--- src/rtl/core/jfps_pkg.sv ---
`default_nettype none
// ----------------------------------------------------------------------------
// Jacobi four-point sweep package
// Shared types and constants for the stencil front end, queue and back end.
// ----------------------------------------------------------------------------
package jfps_pkg;

    localparam int unsigned DATA_W      = 32;
    localparam int unsigned COLS_W      = 7;
    localparam int unsigned ROWS_W      = 16;
    localparam int unsigned APB_ADDR_W  = 3;
    localparam int unsigned APB_DATA_W  = 32;
    localparam int unsigned QUEUE_DEPTH = 4;
    localparam int unsigned QPTR_W      = 2;
    localparam int unsigned QCNT_W      = 3;

    // Register select, taken from address bit 2.
    localparam logic REG_COLS = 1'b0;
    localparam logic REG_ROWS = 1'b1;

    // One request that produces results: the operands of the stencil and
    // the flags that say what to emit.
    typedef struct packed {
        logic signed [DATA_W-1:0] in_val;
        logic signed [DATA_W-1:0] mid_c;
        logic signed [DATA_W-1:0] mid_r;
        logic signed [DATA_W-1:0] up_c;
        logic signed [DATA_W-1:0] up_l;
        logic                     border;
        logic                     emit_up;
        logic                     emit_self;
    } entry_t;

endpackage

`default_nettype wire

--- src/rtl/core/jfps_queue.sv ---
`default_nettype none
// ----------------------------------------------------------------------------
// Jacobi sweep request queue
// Short register queue that decouples the front end from the back end.
// ----------------------------------------------------------------------------
module jfps_queue (
    input  wire logic             aclk,
    input  wire logic             aresetn,
    input  wire logic             push,
    input  wire jfps_pkg::entry_t push_entry,
    output logic                  full,
    input  wire logic             pop,
    output logic                  head_valid,
    output jfps_pkg::entry_t      head
);

    jfps_pkg::entry_t                 slot_reg [jfps_pkg::QUEUE_DEPTH];
    logic [jfps_pkg::QPTR_W-1:0]      wr_reg, wr_next, rd_reg, rd_next;
    logic [jfps_pkg::QCNT_W-1:0]      cnt_reg, cnt_next;

    assign full       = (cnt_reg == jfps_pkg::QCNT_W'(jfps_pkg::QUEUE_DEPTH));
    assign head_valid = (cnt_reg != '0);
    assign head       = slot_reg[rd_reg];

    always_comb begin
        wr_next  = push ? wr_reg + jfps_pkg::QPTR_W'(1) : wr_reg;
        rd_next  = pop ? rd_reg + jfps_pkg::QPTR_W'(1) : rd_reg;
        cnt_next = cnt_reg;
        if (push && !pop) begin
            cnt_next = cnt_reg + jfps_pkg::QCNT_W'(1);
        end else if (pop && !push) begin
            cnt_next = cnt_reg - jfps_pkg::QCNT_W'(1);
        end
    end

    always_ff @(posedge aclk) begin
        if (!aresetn) begin
            wr_reg  <= '0;
            rd_reg  <= '0;
            cnt_reg <= '0;
        end else begin
            wr_reg  <= wr_next;
            rd_reg  <= rd_next;
            cnt_reg <= cnt_next;
        end
        if (push) begin
            slot_reg[wr_reg] <= push_entry;
        end
    end

`ifndef NO_ASSERTIONS
    a_no_overflow: assert property (@(posedge aclk) disable iff (!aresetn)
        !(push && full))
        else $error("request pushed into a full queue");
    a_no_underflow: assert property (@(posedge aclk) disable iff (!aresetn)
        !(pop && !head_valid))
        else $error("request popped from an empty queue");
`endif

endmodule

`default_nettype wire

--- config.mk ---
export PLATFORM = sky130hd
export DESIGN_NAME = jfps_queue
export DESIGN_NICKNAME = d
export VERILOG_FILES = /design/src/rtl/core/jfps_pkg.sv /design/src/rtl/core/jfps_queue.sv
export SDC_FILE = /design/constraint.sdc
export NUM_CORES = 1
export LEC_CHECK = 0
export CAP_MARGIN = 20
export CORE_MARGIN = 4
export CORE_UTILIZATION = 33
export DETAILED_ROUTE_END_ITERATION = 8
export DONT_BUFFER_PORTS = 1
export HOLD_SLACK_MARGIN = 0.02
export SLEW_MARGIN = 20
export SYNTH_ARGS = -nofsm -noshare
export SYNTH_HDL_FRONTEND = slang
export SYNTH_SLANG_ARGS = --single-unit
--- constraint.sdc ---
create_clock -name aclk -period 13.3 [get_ports aclk]
set_input_delay 1.33 -clock aclk [delete_from_list [all_inputs] [get_ports aclk]]
set_output_delay 1.33 -clock aclk [all_outputs]
set_load 0.01 [all_outputs]
[Word-level counts from Yosys, hierarchy flattened]
Memory sizes are Yosys's and may differ from the RTL's. A register that Yosys moved wholly into a read port is not among the register bits.
Cells that the tools add are included.
Word-level totals
  flip-flop bits (word level): 7
  latch bits: 0
  bits in writable memories: 652
  memory bits (read-only): 0
  input bits: 167
  output and inout port bits: 165
  memories: 1
Cells by class
  add/subtract/negate cells: 4
  multipliers: 0
  divide/modulo/power cells: 0
  magnitude comparators: 0
  equality and inequality tests: 1
  shift operators: 0
  mux-type cells: 6
  bitwise logic cells: 0
  reductions and logical operators: 6
Memory list
  slot_reg: depth 4, bits a word 163, rd ports 1, clocked after memory_dff 1, wr ports 1, line jfps_queue.sv:17  | jfps_pkg::entry_t slot_reg [jfps_pkg::QUEUE_DEPTH];
Operators with widths (count)
  $mux 3: 2
  $add 2x1->2 const B: 2
  $mux 2: 2
  $add 3x1->3 const B: 1
  $eq 3x3->1 const B: 1
  $reduce_bool 3->1: 1
  $sub 3x1->3 const B: 1
  $logic_and 1x1->1: 2
  $logic_not 1->1: 2
  $mux 1: 2
  $reduce_bool 2->1: 1

[Logic depth before layout (Yosys ltp)]
Gate-level depths: netlist of run 1.
  depth in word-level cells: 4
  gate-level depth with buffers: 7
  mapped depth without buffers: 7

[Worst setup path after synthesis of run 1]
OpenSTA, ideal clock, no wires.
  path type: input to register
  start point: in push
  end point: mem slot_reg[0][0] in the netlist's numbering (enable)
  setup time: 542 ps
  arrival time: 5043 ps
  required time: 12758 ps
  path slack: 7715 ps
  stages: 1
  buffers on the path: 0
  cell sequence: and2_1
Between the ends
  longest elaborated chain between the ends: 2
Ends and longest elaborated chain
  start, declared: line jfps_queue.sv:9  | input wire logic push,
  $mux 1: line jfps_queue.sv:46  | if (push) begin
  $mux 1 (implied by the code): line jfps_queue.sv:47  | slot_reg[wr_reg] <= push_entry;
  end, declared: line jfps_queue.sv:17
Every way passes these cells.

==> reports/metrics.cfg, run 1 <==
[status]
status = finished clean

[grt]
grt_pass1_wl_um = 69600
grt_overflow = 0
grt_antenna_before_repair = 2
track_usage = 0.122
first_global_vias = 10100
grt_max_degree = 64

[floorplan]
rows = 98
io_pins = 332
die_y_um = 277
dieArea_um2 = 76900
fp.dieW_um = 277
core-area_um2 = 71700
start_util = 0.334

[placement]
place_congestion = 0.689
numPortBuffers = 0
hpwl_um = 27800

[synthesis]
ys_ff_latch = 661
synth_top_family_by_area = multiplexers
yosysTopAreaCellShare = 0.818
synth-xor-area-share = 0.00183
avgSynthCellArea_um2 = 26.8
synth_compound_area_frac = 0.000523
synthesis.area_um2 = 23900
syn_nets = 1067
syn_inst = 894
synth_top_cell_by_area = edfxtp_1
synth.distinct_cells = 21
yosysWarnings = 0
ys_seq_area_frac = 0.826
yosys.area_share.adder = 0.00345
synth-simple-area-share = 0.00387
synth.mux.area_fraction = 0.154
yosys-top-cells-area = edfxtp_1 (82%), mux4_2 (15%), dfxtp_1 (0.75%)

[clock_network]
cts_hold_buf = 0
clkLatencyLatePin_ns = 0.61
htreeDepth = 3
cts_made_buffers = 71
cts_sinks = 661
cts_resized = 0
cts_tree = yes
post_cts_buffers = 0
clkTransAtPathRegs_ns = 0.05
clk_path_buf_depth = 3
cts-root-buf = clkbuf_16

[sta]
fin_crit_sh = 0.375
worst_pin_slew_ns = 1.01
rsz0062_at_grt = false
final-setup-viol-count = 0
hold_viol_final = 0
period_needed_ns = 4.99
slew_viol_final = 0
slew_headroom = 0.326
tns_ns = 0
skew_ns = 0.0301
max_freq_mhz = 201

[drt]
routed.top_layer = met5
vias = 9404
met3_length_um = 5110
detail_route.wirelength.met1_um = 17800
detail-route-antenna-nets = 0
drtIter0Drc = 662
routed_wl_um = 47500
dr_wl_met2_um = 23200
drc = 0
vias_per_cell = 4.82
avgRoutedWirePerCell_um = 24.4
dr.pass1.iters = 6

[layout]
nets = 1118
drive_gt1_frac = 0.277
syn2layout_area_growth_pct = 14.0
diodes = 0
largest_reg_flops = 652

[critical_path]
cp_slowest_stage_delay_ns = 0.97
crit_family = buffers and inverters
crit_buf_inv = 2
worstSetupPathType = reg2out
start_kind = register
critPathSlowestCell = dfxtp_4
r2r-start = wr_reg[1]$_SDFFE_PN0P_
critPathCaptureType = output pin
critPathMaxFanout = 44
path_cells = buf_6 > buf_4 > mux4_2
critical_path_arrival_ns = 3.66
cp.required_ns = 11.97

[power_and_ir_drop]
powerDensity_nw_per_um2 = 169
vdd_drop_max_uv = 118
power_leakage_nw = 8.24
p_total_mw = 4.60

[hold_path]
hp-start = cnt_reg[2]$_SDFFE_PN0P_
min_path_type = reg2reg

[flow_run]
drv_cap = 0

metal layers:
metal	GRT usage	vias to the layer above
li1	-	3979
met3	0.0607	86
met1	0.142	5044
met5	0	-
met2	0.197	291
met4	0.0423	4
worst paths after layout:
check,endpoint,slack (ns),cells after the start
setup / recovery,head[76],8.31,3
hold / removal,cnt_reg[2]$_SDFFE_PN0P_,0.51,2
setup reg to reg,slot_reg[1][32]$_DFFE_PP_,10.64,4
hold reg to reg,cnt_reg[2]$_SDFFE_PN0P_,0.51,2
report_power, final:
group	switching, mW	internal, mW	leakage, nW
combinational	0.191	0.127	1.11
clock	0.792	1.06	1.07
sequential	0.0337	2.40	6.06
total	1.02	3.59	8.24
layout by cell type (no fill, tap or decap), drive strengths merged, types with 3 or more instances in the layout:
| cell | Yosys | routed |
|---|---|---|
| edfxtp | 652 | 652 |
| mux4 | 163 | 163 |
| clkbuf | 3 | 92 |
| clkinv | 0 | 27 |
| buf | 33 | 14 |
| dfxtp | 9 | 9 |
| and2 | 9 | 9 |
| inv | 4 | 8 |
| ha | 5 | 5 |
| clkinvlp | 0 | 4 |
| xor2 | 3 | 3 |
| bufinv | 0 | 3 |
stage by stage:
stage | cell area, um2 | setup slack [ns] | hold WS (ns) | utilization | cells
2_1_floorplan | 23900 | 7.72 | 0.467 | - | 894
3_3_place_gp | 25000 | 8.45 | 0.516 | 0.349 | 1821
3_5_place_dp | 25000 | 8.42 | 0.513 | 0.349 | 1821
4_1_cts | 27200 | 7.74 | 0.520 | 0.380 | 1951
5_1_grt | 27300 | 7.84 | 0.555 | 0.380 | 1952
6_report | 27300 | 8.31 | 0.515 | 0.380 | 1952
worst register-to-register path, stage by stage, from the launching register on:
cell	delay (ns)
dfxtp_1	0.34
inv_1	0.09
ha_1	0.15
and2_4	0.71
buf_4	0.88
cells in the mapped netlist:
library cell / count
buf_2: 18
and2_1: 9
clkbuf_1: 3
buf_4: 2
nand2_1: 1
nor2b_1: 2
mux2i_1: 2
xnor2_1: 2
fa_1: 1
inv_1: 4
xor2_1: 3
dfxtp_1: 9
or3_1: 2
o21ai_0: 1
ha_1: 5
edfxtp_1: 652
mux4_2: 163
buf_6: 9
buf_1: 4
a21boi_0: 1
nor3b_1: 1
area by class of cell:
cell class,instances,area [um2]
Timing Repair Buffer,14,129
Clock buffer,92,1860
Fill cell,6346,44500
Inverter,4,15.0
Multi-Input combinational cell,193,3930
Sequential cell,661,19800
Tap cell,950,1190
Clock inverter,38,380
kinds of logic (layout without fill, tap and decap cells):
group                    count (synthesis)  count (layout)
AO/OA/AOI/OAI                            2               2
XOR/XNOR                                 5               5
adder cells (fa/ha/maj)                  6               6
buffers and inverters                   40             148
flip-flops                             661             661
multiplexers                           165             165
AND/OR/NAND/NOR                         15              15
Power figures use the tool's default switching activity.
==> inputs of run 2 (changes only) <==
==> constraint.sdc (replaced) <==
create_clock -name aclk -period 4.4 [get_ports aclk]
set_input_delay 0.44 -clock aclk [delete_from_list [all_inputs] [get_ports aclk]]
set_output_delay 0.44 -clock aclk [all_outputs]
set_load 0.01 [all_outputs]
==> run 2 against run 1 <==
Net effect: routed wire length decreased by 2.0%; power grew to 3.0 times the previous value; sequential power increased to 3.0 times the previous value; hold slack worse by 0.43 ns; worst setup slack worse by 6.8 ns; non-clock buffer count rose by 168; critical path depth fell by 1; core utilization rose by 2.4 points; first-iteration DRC count up 9.7%; via count increased by 7.5%; cell area increased by 6.4%; largest power group unchanged.
==> reports/metrics.cfg, run 2 (same netlist as run 1, synthesis figures left out) <==
[critical_path]
critical_path_arrival_ns = 2.48  ; -1.18 ns
cp.required_ns = 3.96  ; -8.01 ns
path_depth = 2  ; -1
worstSetupPathType = reg2out
critPathSlowestCell = dfxtp_4
crit_buf_inv = 1  ; -1
critPathMaxFanout = 50  ; +14%
path_cells = buf_12 > mux4_2
critPathCaptureType = output pin
crit_family = flip-flops
start_kind = register
cp_slowest_stage_delay_ns = 0.76  ; -0.21 ns
reg2regPathDepth = 4  ; unchanged

[grt]
first_global_vias = 10800  ; +7.3%
grt_antenna_before_repair = 4  ; +2
track_usage = 0.120  ; -0.00210
grt_max_degree = 83  ; +30%
grt_overflow = 0  ; unchanged
grt_pass1_wl_um = 70500  ; +1.2%

[floorplan]
dieArea_um2 = 76900  ; unchanged
start_util = 0.334  ; unchanged
die_y_um = 277  ; unchanged
io_pins = 332  ; unchanged
core-area_um2 = 71700  ; unchanged
fp.dieW_um = 277  ; unchanged
rows = 98  ; unchanged

[clock_network]
clk_path_buf_depth = 3  ; unchanged
cts_sinks = 661  ; unchanged
cts_tree = yes
clkTransAtPathRegs_ns = 0.06  ; about the same
cts-root-buf = clkbuf_16
cts_resized = 0  ; unchanged
cts_made_buffers = 70  ; -1.4%
clkLatencyLatePin_ns = 0.59  ; -0.02 ns
htreeDepth = 3  ; unchanged

[sta]
max_freq_mhz = 342
worst_pin_slew_ns = 0.649  ; -0.361 ns
slew_viol_final = 0  ; unchanged
rsz0062_at_grt = false
tns_ns = 0  ; unchanged
fin_crit_sh = 0.664
hold_viol_final = 0  ; unchanged
period_needed_ns = 2.92
skew_ns = 0.0131  ; -0.0170 ns
final-setup-viol-count = 0  ; unchanged
slew_headroom = 0.567  ; +0.241

[drt]
detail-route-antenna-nets = 0  ; unchanged
routed_wl_um = 46600  ; -2.0%
vias_per_cell = 4.77  ; -1.0%
drc = 0  ; unchanged
dr.pass1.iters = 4  ; -2
avgRoutedWirePerCell_um = 22.0  ; -9.8%
drtIter0Drc = 726  ; +9.7%
vias = 10100  ; +7.5%

[power_and_ir_drop]
power_leakage_nw = 8.96  ; +8.7%
powerDensity_nw_per_um2 = 483  ; +190%
p_total_mw = 14.0  ; +200%
vdd_drop_max_uv = 359  ; +210%

[placement]
hpwl_um = 27200  ; -1.9%
dpl_cell_area_um2 = 25200  ; +0.72%
place_congestion = 0.689  ; about the same
numPortBuffers = 0  ; unchanged

[layout]
layout_common_cells = edfxtp_1 (652), dlygate4sd3_1 (165), mux4_2 (163)
drive_gt1_frac = 0.244  ; -0.0332
largest_reg_flops = 652  ; unchanged
fillerInstances = 6232  ; -1.8%
postLayoutCellArea_um2 = 29000  ; +6.4%
syn2layout_area_growth_pct = 21.3
nets = 1285  ; +15%
final_common_cell = edfxtp_1

[flow_run]
drv_cap = 0  ; unchanged

[hold_path]
hold_depth = 2  ; unchanged
min_path_type = in2reg

[status]
status = finished clean

## run 2: metal layers
| layer | vias to the layer above | global-route usage | share of wire |
|---|---|---|---|
| li1 | 4336 | - | - |
| met1 | 5360 | 0.151 | 0.40 |
| met2 | 332 | 0.192 | 0.49 |
| met3 | 78 | 0.0459 | 0.090 |
| met4 | 2 | 0.0393 | 0.022 |
| met5 | - | 0 | 0.00015 |
## run 2: cell type report
type / count / area [um2] / area share
antenna: 3 / 7.51 / 0.000259
clock buffer: 91 / 1850 / 0.0638
clock inverter: 36 / 329 / 0.0113
inverter: 4 / 15.0 / 0.000517
multi-input combinational: 193 / 3930 / 0.136
sequential: 661 / 19800 / 0.681
tap: 950 / 1190 / 0.0410
timing repair buffer: 182 / 1930 / 0.0665
## run 2: path summary, 6_finish.rpt
check	end	startpoint	slack (ns)
worst max-delay path	head[84]	register	1.48
worst min-delay path	wr_reg[0]$_SDFFE_PN0P_	push	0.08
worst max register to register	slot_reg[2][122]$_DFFE_PP_	wr_reg[0]$_SDFFE_PN0P_	2.47
worst min register to register	cnt_reg[2]$_SDFFE_PN0P_	cnt_reg[2]$_SDFFE_PN0P_	0.54
## run 2: timing repair
item / CTS / global route
hold endpoints to repair: 661 / 0
hold buffers: 165 / 0
setup endpoints to repair: 0 / 0
setup buffers: 0 / 0
## run 2: worst register-to-register path, delay by kind of cell, from the launching register on
| family | cells | cell delay, ns |
|---|---|---|
| buffers and inverters | 2 | 0.52 |
| and+or+nand+nor | 1 | 0.39 |
| DFF | 1 | 0.35 |
| adders and majority gates | 1 | 0.15 |
## run 2: report_power, final
group,internal (mW),switching [mW]
clock,3.18,2.33
sequential,7.24,0.0900
combinational,0.502,0.672
## run 2: through the flow
stage                     setup WS [ns]  instances   util  hold slack, ns
after floorplan                    1.42        894      -           0.467
after global placement             1.97       1825  0.351           0.508
after detailed placement           1.95       1825  0.351           0.533
after CTS                          1.29       2117  0.404          0.0217
after global routing               1.24       2120  0.405          0.0395
final                              1.48       2120  0.405          0.0828
