===== src/rtl/core/jfps_pkg.sv =====
`default_nettype none
// ----------------------------------------------------------------------------
// Jacobi four-point sweep package
// Shared types and constants for the stencil front end, queue and back end.
// ----------------------------------------------------------------------------
package jfps_pkg;

    localparam int unsigned DATA_W      = 32;
    localparam int unsigned COLS_W      = 7;
    localparam int unsigned ROWS_W      = 16;
    localparam int unsigned APB_ADDR_W  = 3;
    localparam int unsigned APB_DATA_W  = 32;
    localparam int unsigned QUEUE_DEPTH = 4;
    localparam int unsigned QPTR_W      = 2;
    localparam int unsigned QCNT_W      = 3;

    // Register select, taken from address bit 2.
    localparam logic REG_COLS = 1'b0;
    localparam logic REG_ROWS = 1'b1;

    // One request that produces results: the operands of the stencil and
    // the flags that say what to emit.
    typedef struct packed {
        logic signed [DATA_W-1:0] in_val;
        logic signed [DATA_W-1:0] mid_c;
        logic signed [DATA_W-1:0] mid_r;
        logic signed [DATA_W-1:0] up_c;
        logic signed [DATA_W-1:0] up_l;
        logic                     border;
        logic                     emit_up;
        logic                     emit_self;
    } entry_t;

endpackage

`default_nettype wire


===== src/rtl/core/jfps_back.sv =====
`default_nettype none
// ----------------------------------------------------------------------------
// Jacobi sweep back end
// Forms the averaged or border value of each request and drives the result
// register, emitting the final-row cell itself as a second result.
// ----------------------------------------------------------------------------
module jfps_back (
    input  wire logic                                 aclk,
    input  wire logic                                 aresetn,
    input  wire logic                                 head_valid,
    input  wire jfps_pkg::entry_t                     head,
    output logic                                      pop,
    output logic                                      m_tvalid,
    input  wire logic                                 m_tready,
    output logic signed [jfps_pkg::DATA_W-1:0]        m_tdata
);

    logic                                 phase_reg, phase_next;
    logic                                 valid_reg, valid_next;
    logic signed [jfps_pkg::DATA_W-1:0]   data_reg, data_next;
    logic signed [jfps_pkg::DATA_W+1:0]   sum;
    logic signed [jfps_pkg::DATA_W-1:0]   upper_value;
    logic                                 load;

    always_comb begin
        sum = {{2{head.up_l[jfps_pkg::DATA_W-1]}}, head.up_l}
            + {{2{head.mid_r[jfps_pkg::DATA_W-1]}}, head.mid_r}
            + {{2{head.up_c[jfps_pkg::DATA_W-1]}}, head.up_c}
            + {{2{head.in_val[jfps_pkg::DATA_W-1]}}, head.in_val};
        upper_value = head.border ? head.mid_c : sum[jfps_pkg::DATA_W+1:2];
    end

    assign load = !valid_reg || m_tready;

    always_comb begin
        phase_next = phase_reg;
        valid_next = valid_reg;
        data_next  = data_reg;
        pop        = 1'b0;
        if (load) begin
            valid_next = head_valid;
            if (head_valid) begin
                if (head.emit_up && !phase_reg) begin
                    data_next = upper_value;
                    if (head.emit_self) begin
                        phase_next = 1'b1;
                    end else begin
                        pop = 1'b1;
                    end
                end else begin
                    data_next  = head.in_val;
                    phase_next = 1'b0;
                    pop        = 1'b1;
                end
            end
        end
    end

    always_ff @(posedge aclk) begin
        if (!aresetn) begin
            phase_reg <= 1'b0;
            valid_reg <= 1'b0;
        end else begin
            phase_reg <= phase_next;
            valid_reg <= valid_next;
        end
        data_reg <= data_next;
    end

    assign m_tvalid = valid_reg;
    assign m_tdata  = data_reg;

`ifndef NO_ASSERTIONS
    a_phase_has_head: assert property (@(posedge aclk) disable iff (!aresetn)
        phase_reg |-> head_valid && head.emit_self)
        else $error("second result pending without a final-row request");
    a_pop_needs_load: assert property (@(posedge aclk) disable iff (!aresetn)
        pop |=> m_tvalid)
        else $error("request retired without a result");
`endif

endmodule

`default_nettype wire


===== config.mk =====
export PLATFORM = sky130hd
export DESIGN_NAME = jfps_back
export DESIGN_NICKNAME = d
export VERILOG_FILES = /design/src/rtl/core/jfps_pkg.sv /design/src/rtl/core/jfps_back.sv
export SDC_FILE = /design/constraint.sdc
export NUM_CORES = 1
export LEC_CHECK = 0
export BUFFER_PORTS_ARGS = -buffer_cell sky130_fd_sc_hd__buf_2
export CELL_PAD_IN_SITES_DETAIL_PLACEMENT = 2
export CELL_PAD_IN_SITES_GLOBAL_PLACEMENT = 2
export CORE_MARGIN = 2
export CORE_UTILIZATION = 31
export CTS_CLUSTER_DIAMETER = 120
export DETAILED_ROUTE_END_ITERATION = 10
export GPL_TIMING_DRIVEN = 0
export PLACE_DENSITY = 0.93
export SLEW_MARGIN = 25
export SYNTH_ARGS = -nofsm -noshare
export SYNTH_HDL_FRONTEND = slang
export SYNTH_SLANG_ARGS = --single-unit

===== constraint.sdc =====
create_clock -name aclk -period 9.19 [get_ports aclk]
set_input_delay 1.838 -clock aclk [delete_from_list [all_inputs] [get_ports aclk]]
set_output_delay 1.838 -clock aclk [all_outputs]
set_load 0.02 [all_outputs]

Word level (Yosys, flattened, before mapping)
Index checks and enable logic that the tools add are counted.

Output and inout bits: 34. Word-level logic and storage cells: 21. Bits of input ports: 167. Flip-flop bits (word level): 34.

Reduce and logical (&&, ||, !) cells: 6. Equal/unequal tests: 1. Multiplexer cells: 8. Add/sub/neg operators: 3.

Operators by type and width (count): 32-bit 2-to-1 mux (2); 33-bit by 32-bit adder with 34-bit output (1); 34-bit adder (1); 32-bit by 32-bit adder with 33-bit output (1); 1-bit 2-to-1 mux (6); 3-bit AND reduction (1); 1-bit logical NOT (2); 2-bit != test (second input constant) (1); 2-bit AND reduction (1); 1-bit logical AND (1); 1-bit logical OR (1).

Logic depth before layout (Yosys ltp)
Gate-level depths: netlist of run 1.

Depth after elaboration: 5. Gate-level depth with buffers: 13. Mapped depth without buffers: 12.

Worst setup path before layout of run 1
Ideal clock, no wire load.

Path kind: input -> output. Start point: input port m_tready. End point: output port pop. Path buffers: 0. Arrival time: 3.428 ns. Data required time: 7.352 ns. Setup slack: 3.924 ns. Cell stages on the path: 3. Path through: nand2b_1 > and2_1 > a21boi_0.

Longest elaborated chain between the ends: 2.

Ends and longest elaborated chain: start, declared (RTL line jfps_back.sv:14) `input wire logic m_tready,`; 1-bit logical OR (RTL line jfps_back.sv:33) `assign load = !valid_reg || m_tready;`; 1-bit 2-to-1 mux (RTL line jfps_back.sv:40) `if (load) begin`; end, declared (RTL line jfps_back.sv:12) `output logic pop,`.

Every way passes these cells.

Worst setup path after layout of run 1
Start point: input port head[4] (netlist bit). End point: register data_reg (netlist bit m_tdata[25]) (data pin).

Longest elaborated chain between the ends: 5.

Ends and longest elaborated chain: start, declared (RTL line jfps_back.sv:11) `input wire jfps_pkg::entry_t head,`; 32-bit by 32-bit adder with 33-bit output (RTL line jfps_back.sv:27) `+ {{2{head.mid_r[jfps_pkg::DATA_W-1]}}, head.mid_r}`; 33-bit by 32-bit adder with 34-bit output (RTL line jfps_back.sv:28) `+ {{2{head.up_c[jfps_pkg::DATA_W-1]}}, head.up_c}`; 34-bit adder (RTL line jfps_back.sv:29) `+ {{2{head.in_val[jfps_pkg::DATA_W-1]}}, head.in_val};`; 32-bit 2-to-1 mux (RTL line jfps_back.sv:30) `upper_value = head.border ? head.mid_c : sum[jfps_pkg::DATA_W+1:2];`; 32-bit 2-to-1 mux (RTL line jfps_back.sv:43) `if (head.emit_up && !phase_reg) begin`; end signal, assigned (RTL line jfps_back.sv:67) `data_reg <= data_next;`; end, declared (RTL line jfps_back.sv:20) `logic signed [jfps_pkg::DATA_W-1:0] data_reg, data_next;`.

Every way passes these cells. A chain may end at the register's enable or synchronous reset.

==> results of run 1 <==
cell families (layout without fill, tap and decap cells):
group           Yosys count  count (layout)  synth area share [%]
simple gates            137             137                 12.18
flops                    34              34                 18.24
xor+xnor                 29              29                 4.630
mux                       4               4                0.7298
buf+inv                 202             411                 13.98
compound gates          154             154                 19.45
fa+ha+maj                96              96                 30.79
cell usage after synthesis, types with 4 or more instances:
library cell,number
nor2_1,35
o21bai_1,5
clkbuf_1,13
o221ai_1,7
o211ai_1,4
buf_2,7
ha_1,31
nand2b_1,6
a21boi_0,6
mux2i_1,4
nor2b_1,4
a211oi_1,8
edfxtp_1,32
and3_1,12
a21oi_1,42
xor2_1,15
o21ai_0,33
fa_1,65
xnor2_1,14
a21o_1,13
nand4_1,9
nand3_1,14
inv_1,180
nand2_1,37
o21a_1,5
nor3_1,5
metal layers:
metal / part of all wire, % / global-route usage (%) / vias up / wire, µm
li1: - / - / 2548 / -
met1: 41 / 28.39 / 2683 / 8698
met2: 51 / 40.74 / 173 / 10660
met3: 6.4 / 4.556 / 24 / 1343
met4: 1.8 / 5.498 / 0 / 371
met5: 0 / 0 / - / 0
tightest hold or removal path: stages (launching register included):
cell     delay (ps)
dfxtp_1         320
nor2_1          110
nor3b_1          50
power breakdown:
group | internal, mW | switching, mW
Clock | 0.0996 | 0.0787
Combinational | 0.360 | 0.561
Sequential | 0.198 | 0.00580
Total | 0.658 | 0.645
path summary, 6_finish.rpt:
kind	startpoint	endpoint	slack, ps	cells past startpoint
min reg2reg	phase_reg$_SDFFE_PN0P_	phase_reg$_SDFFE_PN0P_	530	2
max reg2reg	phase_reg$_SDFFE_PN0P_	m_tdata[4]$_DFFE_PP_	7000	4
max	head[4]	m_tdata[25]$_DFFE_PP_	3500	13
min	phase_reg$_SDFFE_PN0P_	phase_reg$_SDFFE_PN0P_	530	2
layout make-up:
cell class	instances	area, µm²
buffer	22	91.34
tap	225	281.5
fill	2053	10360
inverter	180	675.6
clock inverter	2	8.758
timing repair buffer	201	1028
multi-input combinational	420	3720
clock buffer	6	128.9
sequential	34	1001
==> metrics.yaml, run 1 <==
layout_setup_ws_ps: 3503
yosys.area.top_type: "fa_1"
avgSynthCellArea_um2: 8.364
hpwl_mm: 17.82
die_h_um: 137.0
chipWidth_um: 137.0
clock-sinks: 34
slew_violations: 0
synthTopCellsByArea: "fa_1 24%, edfxtp_1 18%, inv_1 12%"
vias: 5428
synth_seq_cells: 34
synth.top_cell.area_share_pct: 23.72
final_common_cell: "buf_2"
clock_skew_ps: 6.306
tightest_slew_ps: 796.0
power_mw: 1.303
crit_fanout: 3
slew_headroom_pct: 46.93
peakVddDrop_v: 0.00006864
synth.distinct_cells: 59
setup_viol: 0
drcViolationCount: 0
die_area_um2: 18780
synthFlopType: "edfxtp_1"
grt_pass1_vias: 6293
final_core_util_pct: 40.10
clk_latency_ps: 300
post_cts_buffers: 0
largest_reg_flops: 32
yosysSeqAreaShare_pct: 18.24
cts-hold-fix-buffers: 0
critPathArrivalTime_ps: 5750
antenna_found_initial: 0
viasPerCell: 4.980
period_share_pct: 61.89
critPathKind: "in2reg"
final_hold_viol_count: 0
totalWireLength_mm: 21.08
path_buf_inv: 2
outcome: "completed"
grt_pass1_wl_mm: 32.94
cts_tree: "done"
place_area_um2: 6798
start_kind: "primary input"
path_common_cell: "fa_1"
path_cells: "buf_2, inv_1, fa_1, fa_1, or3b_4, fa_1, nand2b_1, a211oi_1, o21ai_0, a31oi_1, a21boi_1, xor2_1, a221oi_1"
start_util_pct: 31.72
track_usage_pct: 22.92
place.gp.congestion: 0.8776
final_cell_area_um2: 6935
synthesis.area_um2: 5487
drt.antenna.violating_nets: 0
clockBufferDepth: 2
overflow: 0
cts-resized-gates: 0
areaGrowthSynthToFinish_pct: 26.41
ios: 201
num_rows: 48
diodes: 0
instances_no_fill: 1090
drt-initial-drc-count: 176
synth_nets: 919
dr.pass1.iters: 4
crit_slowest_cell: "fa_1"
cp_top_family: "compound AO/OA/AOI/OAI gates"
cp.required_ps: 9250
mostFrequentLayoutCells: "207 x buf_2, 180 x inv_1, 65 x fa_1"
fin_tns_setup_ps: 0
fin_crit_ps: 5688
powerDensity_nw_per_um2: 187.8
layout.nets: 1127
numPortBuffers: 200
async_reset_ff_share_pct: 0
synthCells: 656
cts-root-buf: "clkbuf_16"
core-area_um2: 17300
ctsHtreeMaxLevel: 2
whs_ps: 526.6
yosysWarnings: 0
dp_slack_ps: 3281
min_path_type: "reg2reg"
fmax_mhz: 175.8
cts-buffers-inserted: 5
dpl.cell_count: 1082
clk_pin_slew_ps: 60
cpPeakStageDelay_ps: 570
routedWlPerCell_um: 19.34
rsz0062_at_grt: "false"
synth-edff-count: 32
cellLeakagePower_nw: 3.673
max-cap-violations: 0
worstSetupEndpointType: "register"
layout-drive-gt1-share_pct: 26.47
grt_max_degree: 19
No activity file was read; power rests on OpenSTA's default activity.
==> run 2: changes to the inputs <==
- CORE_UTILIZATION: 31 -> 26
- PLACE_DENSITY: 0.93 -> 0.84
- clock period: 9.19 -> 4.9 ns (I/O delays scaled with it)
==> metrics.yaml, run 2 (synthesis gave the netlist of run 1 again) <==
die_area_um2: 22280  # +19%
totalWireLength_mm: 20.36  # -3.4%
hpwl_mm: 17.40  # -2.4%
switching_share_pct: 49.09  # -0.43 points
fin_tns_setup_ps: 0  # unchanged
drt-initial-drc-count: 188  # +6.8%
peakVddDrop_v: 0.0001270  # +85%
power_mw: 2.415  # +85%
cts-root-buf: "clkbuf_16"
tightest_slew_ps: 917.0  # +121.0 ps
grt_max_degree: 19  # unchanged
clk_latency_ps: 290  # about the same
layout-drive-gt1-share_pct: 26.47  # unchanged
track_usage_pct: 18.70  # -4.2 points
ff2ff_setup_slack_ps: 2720  # -4280 ps
grt_pass1_wl_mm: 32.06  # -2.7%
mostFrequentLayoutCells: "207 x buf_2, 180 x inv_1, 65 x fa_1"
hold_end: "m_tvalid$_SDFFE_PN0N_"
p_seq_share_pct: 15.8  # +0.2 points
ctsHtreeMaxLevel: 2  # unchanged
viasPerCell: 4.677  # -6.1%
whs_ps: 522.0  # -4.626 ps
final_common_cell: "buf_2"
antenna_found_initial: 1  # +1
diodes: 0  # unchanged
routedWlPerCell_um: 17.86  # -7.6%
numPortBuffers: 200  # unchanged
power_frac_comb_pct: 70.4  # -0.3 points
outcome: "completed"
vias: 5332  # -1.8%
dr.pass1.iters: 4  # unchanged
clock-sinks: 34  # unchanged
power_switching_mw: 1.185  # +84%
drcViolationCount: 0  # unchanged
cts-resized-gates: 0  # unchanged
max-cap-violations: 0  # unchanged
min_path_cells: 2  # unchanged
cp.required_ps: 4990  # -4260 ps
final_cell_area_um2: 6998  # +0.90%
hold_start: "m_tvalid$_SDFFE_PN0N_"
critPathArrivalTime_ps: 4620  # -1130 ps
post_cts_buffers: 0  # unchanged
place.gp.congestion: 0.8143  # -7.2%
cts_tree: "done"
crit_fanout: 3  # unchanged
start_kind: "primary input"
r2r-start: "phase_reg$_SDFFE_PN0P_"
worstSetupEndpointType: "register"
cts-buffers-inserted: 5  # unchanged
place_area_um2: 6860  # +0.92%
clk_pin_slew_ps: 60  # about the same
num_rows: 53  # +10%
clock_power_share_pct: 13.8  # about the same
die_h_um: 149.3  # +8.9%
setup_viol: 0  # unchanged
clock_skew_ps: 7.786  # +1.480 ps
core-area_um2: 20890  # +21%
powerDensity_nw_per_um2: 345.0  # +84%
slew_headroom_pct: 38.87  # -8.1 points
period_share_pct: 92.40
chipWidth_um: 149.3  # +8.9%
cts-hold-fix-buffers: 0  # unchanged
ff2ff_path_depth: 4  # unchanged
ios: 201  # unchanged
internal_power_mw: 1.229  # +87%
final_core_util_pct: 33.50  # -6.6 points
areaGrowthSynthToFinish_pct: 27.55
drt.antenna.violating_nets: 0  # unchanged
overflow: 0  # unchanged
rsz0062_at_grt: "false"
dpl.cell_count: 1132  # +4.6%
grt_pass1_vias: 6051  # -3.8%
fmax_mhz: 220.9
slew_violations: 0  # unchanged
cellLeakagePower_nw: 3.673  # unchanged
largest_reg_flops: 32  # unchanged
final_hold_viol_count: 0  # unchanged
instances_no_fill: 1140  # +4.6%
dp_slack_ps: 22.40  # -3259 ps
critPathKind: "in2reg"
start_util_pct: 26.27  # -5.5 points
layout_setup_ws_ps: 372.2  # -3130 ps
fin_crit_ps: 4528
clockBufferDepth: 2  # unchanged
min_path_type: "reg2reg"
layout.nets: 1127  # unchanged
r2r_end: "m_tdata[6]$_DFFE_PP_"
run 2: cell counts in the layout (fill, tap and decap cells not counted):
No cell type changed its count.
run 2: metal layers:
layer  up-vias  global-route usage [%]  part of all wire [%]
li1       2545                       -                     -
met2       130                   33.23                    49
met5         -                       0                 0.054
met3        11                   2.875                   4.6
met1      2644                   24.32                    46
met4         2                   3.190                  0.85
run 2: power groups by stage:
stage / clock, mW / sequential [mW] / combinational, mW
after floorplan: 0 / 0.434 / 1.15
after CTS: 0.340 / 0.382 / 1.72
final: 0.333 / 0.381 / 1.70
after global placement: 0 / 0.386 / 1.65
after detailed placement: 0 / 0.388 / 1.70
after global routing: 0.348 / 0.385 / 1.92
run 2: worst max path at each step:
stage,from,endpoint,slack [ps]
after floorplan,head[4],m_tdata[25]$_DFFE_PP_,700
after global placement,head[4],m_tdata[25]$_DFFE_PP_,-40
after detailed placement,head[4],m_tdata[25]$_DFFE_PP_,20
after CTS,head[4],m_tdata[25]$_DFFE_PP_,300
after global routing,head[4],m_tdata[25]$_DFFE_PP_,20
final,head[4],m_tdata[25]$_DFFE_PP_,370
run 2: area by class of cell:
type | count | area [µm²]
flip-flops and latches | 34 | 1001
plain buffers | 22 | 91.34
inverters | 180 | 675.6
repair buffers | 201 | 1028
multi-input cells | 420 | 3720
fillers | 2499 | 13890
clock buffers | 6 | 128.9
well taps | 275 | 344.1
clock inverters | 2 | 8.758
run 2: critical path, stage by stage:
cell	delay [ps]
buf_2	70
inv_1	50
fa_1	570
fa_1	420
or3b_4	420
fa_1	400
nand2b_1	210
a211oi_1	320
o21ai_0	210
a31oi_1	380
a21boi_1	140
xor2_1	150
a221oi_1	300
==> run 3: changes to the inputs <==
- PLACE_DENSITY: 0.84 -> not set
- PLACE_DENSITY_LB_ADDON: not set -> 0.1
- SLEW_MARGIN: 25 -> not set
==> metrics.yaml, run 3 (synthesis gave the netlist of run 1 again) <==
nFillCells: 2430  # -2.8%
final_hold_viol_count: 0  # unchanged
areaGrowthSynthToFinish_pct: 27.53  # about the same
vias: 5206  # -2.4%
chipWidth_um: 149.3  # unchanged
instances_no_fill: 1140  # unchanged
diodes: 0  # unchanged
cts-buffers-inserted: 5  # unchanged
ios: 201  # unchanged
die_area_um2: 22280  # unchanged
drt-initial-drc-count: 135  # -28%
period_share_pct: 93.93  # +1.5 points
numPortBuffers: 200  # unchanged
peakVddDrop_v: 0.0001347  # +6.0%
layout-drive-gt1-share_pct: 26.59  # +0.12 points
rsz0062_at_grt: "false"
min_path_type: "reg2reg"
antenna_found_initial: 0  # -1
core-area_um2: 20890  # unchanged
layout.nets: 1127  # unchanged
clock_skew_ps: 7.009  # -0.7770 ps
mostFrequentLayoutCells: "207 x buf_2, 180 x inv_1, 65 x fa_1"
clk_latency_ps: 300  # about the same
outcome: "completed"
start_kind: "primary input"
post_cts_buffers: 0  # unchanged
grt_max_degree: 24  # +5
powerDensity_nw_per_um2: 345.8  # +0.22%
critPathKind: "in2reg"
setup_viol: 0  # unchanged
fin_crit_ps: 4603  # +74.81 ps
overflow: 0  # unchanged
ctsHtreeMaxLevel: 2  # unchanged
track_usage_pct: 18.71  # about the same
hpwl_mm: 17.61  # +1.2%
fmax_mhz: 217.3  # -1.6%
place.gp.congestion: 0.8737  # +7.3%
clock-sinks: 34  # unchanged
routedWlPerCell_um: 17.73  # -0.72%
dr.pass1.iters: 4  # unchanged
worstSetupEndpointType: "register"
die_h_um: 149.3  # unchanged
critPathArrivalTime_ps: 4620  # about the same
clk_pin_slew_ps: 70  # about the same
viasPerCell: 4.567  # -2.4%
dpl.cell_count: 1132  # unchanged
cts-root-buf: "clkbuf_16"
num_rows: 53  # unchanged
slew_violations: 0  # unchanged
max-cap-violations: 0  # unchanged
clockBufferDepth: 2  # unchanged
grt_pass1_wl_mm: 32.15  # +0.30%
largest_reg_flops: 32  # unchanged
drcViolationCount: 0  # unchanged
start_util_pct: 26.27  # unchanged
final_common_cell: "buf_2"
slew_headroom_pct: 43.01  # +4.1 points
tightest_slew_ps: 854.8  # -62.19 ps
cellLeakagePower_nw: 3.670  # about the same
cp.required_ps: 4920  # -70 ps
drt.antenna.violating_nets: 0  # unchanged
cts-hold-fix-buffers: 0  # unchanged
crit_fanout: 4  # +1
grt_pass1_vias: 6050  # -0.017%
cts_tree: "done"
power_mw: 2.419  # +0.20%
totalWireLength_mm: 20.22  # -0.72%
==> run 3: cell types whose count changed in the layout (fill, tap and decap cells not counted) <==
cell     delta
a31oi_1     -1
a31oi_2     +1
buf_12      +1
buf_16      -1
==> run 3: metrics by stage <==
step | worst slack (ps) | hold slack [ps] | utilization (%) | cell area (µm²) | TNS [ps]
3_3_place_gp | -103.1 | 482.5 | 32.70 | 6832 | -133.0
2_1_floorplan | 701.6 | 482.4 | - | 5487 | 0
4_1_cts | 173.1 | 531.1 | 33.47 | 6990 | 0
6_report | 297.4 | 526.4 | 33.50 | 6997 | 0
5_1_grt | 100.1 | 560.8 | 33.50 | 6997 | 0
3_5_place_dp | -89.63 | 518.9 | 32.81 | 6853 | -202.5
==> run 3: what timing repair did <==
item	CTS	global route
hold endpoints to repair	0	0
resized for setup	0	1
endpoints found under the setup margin	0	1
==> run 3: final timing paths <==
| check | startpoint | end | slack [ps] | depth (start not counted) |
|---|---|---|---|---|
| worst max-delay path | head[4] | m_tdata[15]$_DFFE_PP_ | 300 | 13 |
| worst max register to register | phase_reg$_SDFFE_PN0P_ | m_tdata[9]$_DFFE_PP_ | 2730 | 4 |
| worst min register to register | m_tvalid$_SDFFE_PN0N_ | m_tvalid$_SDFFE_PN0N_ | 530 | 2 |
| worst min-delay path | m_tvalid$_SDFFE_PN0N_ | m_tvalid$_SDFFE_PN0N_ | 530 | 2 |
==> run 3: final cells by class <==
| class | instances | area (µm²) | area share, % |
|---|---|---|---|
| Inverter | 180 | 675.6 | 9.657 |
| Multi-Input combinational cell | 420 | 3726 | 53.25 |
| Timing Repair Buffer | 201 | 1021 | 14.59 |
| Sequential cell | 34 | 1001 | 14.31 |
| Clock inverter | 2 | 8.758 | 0.1252 |
| Tap cell | 275 | 344.1 | 4.918 |
| Buffer | 22 | 91.34 | 1.305 |
| Clock buffer | 6 | 128.9 | 1.842 |
==> run 3: report_power, final <==
group,switching [mW],internal (mW),total [mW]
clock network,0.152,0.187,0.340
registers,0.0109,0.371,0.382
logic,1.03,0.671,1.70
total,1.19,1.23,2.42
==> run 3: per-layer routing <==
metal	wire, µm	track usage (%)
met3	789	2.844
met1	9262	24.46
met2	9997	33.18
met4	168	3.048
met5	0	0
==> run 3: critical path, cell delays in order <==
cell      delay, ps
buf_2            80
inv_1            50
fa_1            580
fa_1            430
or3b_4          420
fa_1            420
nand2b_1        230
a211oi_1        420
nor2_1          220
o31ai_1         310
xnor2_1         210
o21ai_0         110
a21boi_0        160
